## src/hw/rtl/mwsm_pkg.sv

```systemverilog
// mwsm_pkg: shared sizes, types and codes for the maze wall set merger.
// Used by mwsm_cell and maze_wall_set_merger; depends on nothing.
`timescale 1ns / 1ps

package mwsm_pkg;

  localparam int GRID_SIZE = 32;                       // cells per side, 2..32
  localparam int NCELLS    = GRID_SIZE * GRID_SIZE;     // cells in the label ring
  localparam int LABEL_W   = (NCELLS > 1) ? $clog2(NCELLS) : 1;
  localparam int COORD_W   = 5;                         // fixed field width
  localparam int IN_DATA_W  = 16;                       // row, col, direction + pad
  localparam int OUT_DATA_W = 16;                       // broke, row, col, complete + pad

  typedef logic [LABEL_W-1:0] label_t;
  typedef logic [COORD_W-1:0] coord_t;

  typedef enum logic [1:0] {
    DIR_LEFT  = 2'd0,
    DIR_RIGHT = 2'd1,
    DIR_UP    = 2'd2,
    DIR_DOWN  = 2'd3
  } dir_t;

  typedef enum logic [1:0] {
    ST_IDLE,
    ST_SEEK,
    ST_MERGE,
    ST_EMIT
  } state_t;

  // Relabel command broadcast along the ring for one cycle.
  typedef struct packed {
    logic   en;
    label_t hi;
    label_t lo;
  } relabel_t;

endpackage

```

## src/hw/rtl/mwsm_cell.sv

```systemverilog
// mwsm_cell: one label cell of the rotating label ring.
// Depends on mwsm_pkg (label_t, relabel_t).
`timescale 1ns / 1ps

module mwsm_cell (
  input  logic               clk,
  input  logic               rst_n,
  input  mwsm_pkg::label_t   init_label,  // label held after reset
  input  mwsm_pkg::label_t   prev_label,  // label of the upstream neighbor
  input  mwsm_pkg::relabel_t relabel,
  output mwsm_pkg::label_t   label
);

  mwsm_pkg::label_t label_r;
  mwsm_pkg::label_t label_nxt;

  // Take the neighbor's label every cycle, renamed if it carries the merged-away label.
  always_comb begin
    if (relabel.en && (prev_label == relabel.hi)) begin
      label_nxt = relabel.lo;
    end else begin
      label_nxt = prev_label;
    end
  end

  always_ff @(posedge clk) begin
    if (!rst_n) begin
      label_r <= init_label;
    end else begin
      label_r <= label_nxt;
    end
  end

  assign label = label_r;

endmodule

```

## config.mk

```make
export PLATFORM = sky130hd
export DESIGN_NAME = mwsm_cell
export DESIGN_NICKNAME = d
export VERILOG_FILES = /design/src/hw/rtl/mwsm_pkg.sv /design/src/hw/rtl/mwsm_cell.sv
export SDC_FILE = /design/constraint.sdc
export NUM_CORES = 1
export LEC_CHECK = 0
export BUFFER_PORTS_ARGS = -buffer_cell sky130_fd_sc_hd__buf_2
export CAP_MARGIN = 20
export CORE_MARGIN = 5
export CORE_UTILIZATION = 33
export CTS_CLUSTER_DIAMETER = 120
export DETAILED_ROUTE_END_ITERATION = 10
export GPL_ROUTABILITY_DRIVEN = 0
export PLACE_DENSITY_LB_ADDON = 0.25
export SYNTH_ARGS = -nofsm -noshare
export SYNTH_HDL_FRONTEND = slang
export SYNTH_SLANG_ARGS = --single-unit
```

## constraint.sdc

```tcl
create_clock -name clk -period 1.5 [get_ports clk]
set_input_delay 0.3 -clock clk [delete_from_list [all_inputs] [get_ports clk]]
set_output_delay 0.3 -clock clk [all_outputs]
set_load 0.1 [all_outputs]
```

==> results by group, run 1 <==
Outcome
  – Status: completed

Worst setup path
  – Crit path capture type: flop
  – Worst Path Required: 1.63 ns
  – Crit path max fanout: 10
  – CP arrival: 1.55 ns
  – Crit Path Category: in -> reg
  – Startpoint types: input pin

Floorplan
  – Starting density of the core: 35.7%
  – Die X: 53.7 um
  – Number of core rows: 15
  – Die Ht: 53.7 um
  – Die area: 2880 um^2
  – I/O pin count: 53
  – Core Area: 1760 um^2

Clocking
  – Clock root buffer master: clkbuf_4
  – PostCTS Resize Cnt: 0
  – Num CTS Buffers: 3
  – CTS H-tree lvls: 1
  – Clock Sink Count: 10
  – Post-CTS Repair Setup Buffers: 0
  – CTS clock-pin slew for the worst setup and hold paths: 0.06 ns
  – CTS tree: done
  – Bufs on Longest Clock Path: 2
  – CTS Hold Bufs: 0

Timing
  – Final cycle utilization of the critical path: 94.4%
  – Least-Margin Pin Slew: 0.493 ns
  – RSZ-0062 raised after global routing: no
  – # setup viols final: 0
  – Max-slew violations: 0
  – Slew headroom: 67.4%
  – Crit path time final: 1.42 ns
  – Fmax: 707 MHz
  – Hold Fails Final Rpt: 0

GRT
  – Antenna violations before repair: 0
  – First-pass GRT wire length: 2660 um
  – Vias in the first global route: 643
  – Most used routing layer in global routing: met2
  – GRT met2 Usage: 20.8%
  – Largest net degree at the start of global routing: 21
  – Global-route usage over all layers: 12.7%
  – Met3 usage: 3.05%
  – Grt met1 use: 15.4%
  – Global route overflow: 0

Cells and area
  – Most common cell after layout, fill and taps aside: buf_2
  – Core Util, Final: 54.3%
  – Layout area overhead: 52.1%
  – Number of flip-flops in the largest register: 10
  – Ant diodes: 0
  – Nets: 172
  – Layout cell share with drive strength beyond 1: 50.8%
  – Design area: 957 um^2

Yosys
  – Syn_nets: 114
  – Seq/Total Area, Yosys: 31.8%
  – Mean Syn Cell Area: 8.86 um^2
  – Flops & latches, synth: 10
  – Post-synth top area share: 31.8%
  – Synthesized cell area: 629 um^2
  – Largest area contributor in the netlist: dfxtp_1
  – Yosys cell types: 15
  – Total number of yosys warnings: 0
  – Synth area leaders: dfxtp_1 (32%), o31ai_1 (12%), a31oi_1 (9.9%), nand4_1 (9.9%), xnor2_1 (9.7%)
  – Post-Synthesis Cells: 71

Placed design
  – IO Port Bufs: 52
  – Placed Area: 921 um^2

Worst hold path
  – Hold path endpoint: label[4]
  – Min-delay src: init_label[4]
  – Hold Crit Class: in -> reg
  – WHS Path Cells: 3

Routing
  – Vias: 751
  – Via density: 4.91
  – Final wirelength: 1880 um
  – Drt pass-1 iters: 4
  – Initial DRC count: 10
  – Antenna-violating nets left: 0
  – # DRC: 0
  – Wire per inst: 12.3 um

Power
  – Leakage: 0.431 nW
  – Final total power: 0.000885 W
  – Cell Pwr Density: 925 nW/um^2
  – Maximum vdd drop: 428 uV

Run
  – Maxcap violations: 0
layout make-up:
class / instances / area [um^2]
clock buffer: 4 / 36.3
fill: 197 / 807
tap: 25 / 31.3
timing repair buffer: 58 / 305
multi-input combinational: 56 / 384
sequential: 10 / 200
layer usage:
layer / vias up / wire, um
met5: - / 0
met4: 0 / 29
met3: 3 / 151
met2: 28 / 920
met1: 325 / 782
li1: 395 / -
cell usage after synthesis:
cell type       n
nand4_2         2
buf_6           1
dfxtp_1        10
o31ai_1        10
nand4_1        10
xnor2_1         7
dlygate4sd1_1   1
xor2_1          3
buf_4           2
dlygate4sd3_1   1
nor2_1         10
or3_1           1
and4_1          2
a31oi_1        10
nor3_2          1
where the power goes:
group | switching (W) | internal, W | leakage, nW
combinational | 0.000255 | 0.000103 | 0.325
clock | 0.0000892 | 0.000147 | 0.0210
sequential | 0.00000422 | 0.000287 | 0.0844
total | 0.000348 | 0.000537 | 0.431
metrics by stage:
step           setup TNS [ns]  setup slack [ns]  hold slack, ns  std cells
3_3_place_gp            -1.29            -0.173           0.561        149
3_5_place_dp            -1.45            -0.200           0.568        149
2_1_floorplan               0            0.0761           0.459         71
5_1_grt                     0            0.0170           0.288        153
4_1_cts                     0            0.0798           0.290        153
6_report                    0            0.0847           0.289        153
worst max-delay path: stages:
cell and delay [ns]:
buf_2 0.11, xor2_1 0.16, or3_1 0.51, o31ai_1 0.34, a31oi_1 0.13
cells by family (layout without fill, tap and decap cells):
logic type,count (synthesis),after routing,synth area share [%]
compound gates,20,20,21.9
buf+inv,5,62,7.16
flops,10,10,31.8
simple gates,26,26,25.2
xor+xnor,10,10,13.9
worst max path at each step:
| stage | startpoint | end | depth (start not counted) |
|---|---|---|---|
| final | relabel[13] | label[2] | 5 |
| after global routing | prev_label[1] | label[2] | 5 |
| after CTS | prev_label[1] | label[2] | 5 |
| after detailed placement | prev_label[1] | label[2] | 5 |
| after global placement | relabel[13] | label[7] | 5 |
| after floorplan | relabel[13] | label[0] | 5 |
Note: power is estimated with default switching activity, not from simulation.
==> inputs of run 2 (changes only) <==
CORE_MARGIN = unset   (was 5)
PLACE_DENSITY = 0.79   (was unset)
PLACE_DENSITY_LB_ADDON = unset   (was 0.25)
==> run 2 against run 1 <==
Compared with the run above:
- count of clock-buffer cells in the layout fell by 1
- total power fell by 6.8%
- global-route usage rose by 5.3 points
- combinational power barely moved
- routed wire length fell by 9.0%
- critical path depth did not move
- largest cell class unchanged
- largest power group unchanged
==> results by group, run 2 (synthesis results as in run 1) <==
Outcome
  – Status: completed (unchanged)

Placed design
  – IO Port Bufs: 52 (unchanged)
  – Cells after DPL: 150 (was 149)
  – Post-Place Worst Slack: -0.171 ns (was -0.200 ns)

Routing
  – Wire per inst: 11.2 um (was 12.3 um)
  – Final wirelength: 1710 um (was 1880 um)
  – Vias: 784 (was 751)
  – Antenna-violating nets left: 0 (unchanged)
  – Drt pass-1 iters: 4 (unchanged)
  – # DRC: 0 (unchanged)
  – Initial DRC count: 12 (was 10)
  – Via density: 5.12 (was 4.91)

Floorplan
  – Number of core rows: 15 (unchanged)
  – Die X: 45.7 um (was 53.7 um)
  – Die area: 2090 um^2 (was 2880 um^2)
  – Starting density of the core: 35.7% (unchanged)
  – Die Ht: 45.7 um (was 53.7 um)
  – I/O pin count: 53 (unchanged)
  – Core Area: 1760 um^2 (unchanged)

Worst setup path
  – Startpoint types: input pin (unchanged)
  – Crit path capture type: flop (unchanged)
  – Crit path max fanout: 10 (unchanged)
  – CP arrival: 1.53 ns (was 1.55 ns)
  – Worst Path Required: 1.63 ns (about the same)
  – Crit Path Category: in -> reg (unchanged)

Clocking
  – Clock root buffer master: clkbuf_4 (unchanged)
  – CTS clock-pin slew for the worst setup and hold paths: 0.06 ns (about the same)
  – Post-CTS Repair Setup Buffers: 0 (unchanged)
  – CTS H-tree lvls: 1 (unchanged)
  – PostCTS Resize Cnt: 0 (unchanged)
  – Num CTS Buffers: 3 (unchanged)
  – CTS Hold Bufs: 0 (unchanged)
  – CTS tree: done (unchanged)
  – Bufs on Longest Clock Path: 2 (unchanged)
  – Clock Sink Count: 10 (unchanged)

Cells and area
  – Post-Layout Cell Count: 153 (unchanged)
  – Nets: 173 (was 172)
  – Ant diodes: 0 (unchanged)
  – Layout area overhead: 51.1% (was 52.1%)
  – Number of flip-flops in the largest register: 10 (unchanged)
  – Most common cell after layout, fill and taps aside: buf_2 (unchanged)
  – Layout cell share with drive strength beyond 1: 50.8% (unchanged)

Timing
  – Fmax: 714 MHz (was 707 MHz)
  – Max-slew violations: 0 (unchanged)
  – Least-Margin Pin Slew: 0.492 ns (was 0.493 ns)
  – # setup viols final: 0 (unchanged)
  – Post-layout worst setup margin: 0.0990 ns (was 0.0847 ns)
  – RSZ-0062 raised after global routing: no (unchanged)
  – Hold Fails Final Rpt: 0 (unchanged)
  – Final cycle utilization of the critical path: 93.4% (was 94.4%)
  – Slew headroom: 67.4% (about the same)
  – Crit path time final: 1.40 ns (was 1.42 ns)

Power
  – Cell Pwr Density: 868 nW/um^2 (was 925 nW/um^2)
  – Leakage: 0.428 nW (was 0.431 nW)
  – Maximum vdd drop: 455 uV (was 428 uV)

GRT
  – Vias in the first global route: 682 (was 643)
  – First-pass GRT wire length: 2740 um (was 2660 um)
  – Largest net degree at the start of global routing: 21 (unchanged)
  – Antenna violations before repair: 0 (unchanged)
  – Global route overflow: 0 (unchanged)
  – Global-route usage over all layers: 18.1% (was 12.7%)

Worst hold path
  – Hold Crit Class: in -> reg (unchanged)

Run
  – Maxcap violations: 0 (unchanged)
==> run 2: cell types whose count changed in the layout (fill, tap and decap cells not counted), sizes merged <==
cell,delta
buf,+1
clkbuf,-1
==> run 2: through the flow <==
stage / hold slack, ns / utilization (%) / setup TNS [ns] / area [um^2] / power (W)
after global routing: 0.300 / 53.9 / 0 / 951 / 0.000860
after detailed placement: 0.562 / 52.6 / -1.27 / 928 / 0.000655
final: 0.296 / 53.9 / 0 / 951 / 0.000826
after global placement: 0.560 / 52.6 / -1.08 / 928 / 0.000651
after CTS: 0.289 / 53.9 / 0 / 951 / 0.000831
after floorplan: 0.459 / - / 0 / 629 / 0.000550
==> run 2: final cells by class <==
type                            count  area, um^2
Fill cell                         187         813
Timing Repair Buffer               59         313
Multi-Input combinational cell     56         384
Tap cell                           25        31.3
Clock buffer                        3        22.5
Sequential cell                    10         200
==> run 2: worst paths after layout <==
kind	start	end	slack [ns]	cells past startpoint
max	relabel[13]	label[1]	0.1	5
min	init_label[5]	label[5]	0.30	3
==> run 2: layer usage <==
metal  track usage (%)  wire length (um)  vias up
met1              22.4               716      347
met3              1.98               131        4
met5                 0                 0        -
met2              28.6               831       37
li1                  -                 -      396
met4              13.3                34        0
==> run 2: where the power goes <==
group	total [W]	switching [W]	internal (W)
Clock	0.000176	0.0000833	0.0000923
Sequential	0.000291	0.00000435	0.000287
Combinational	0.000359	0.000253	0.000106
Total	0.000826	0.000340	0.000485
==> run 2: critical path, stage by stage <==
cell and delay [ns]:
buf_2 0.10, xor2_1 0.15, or3_1 0.51, o31ai_1 0.35, a31oi_1 0.12
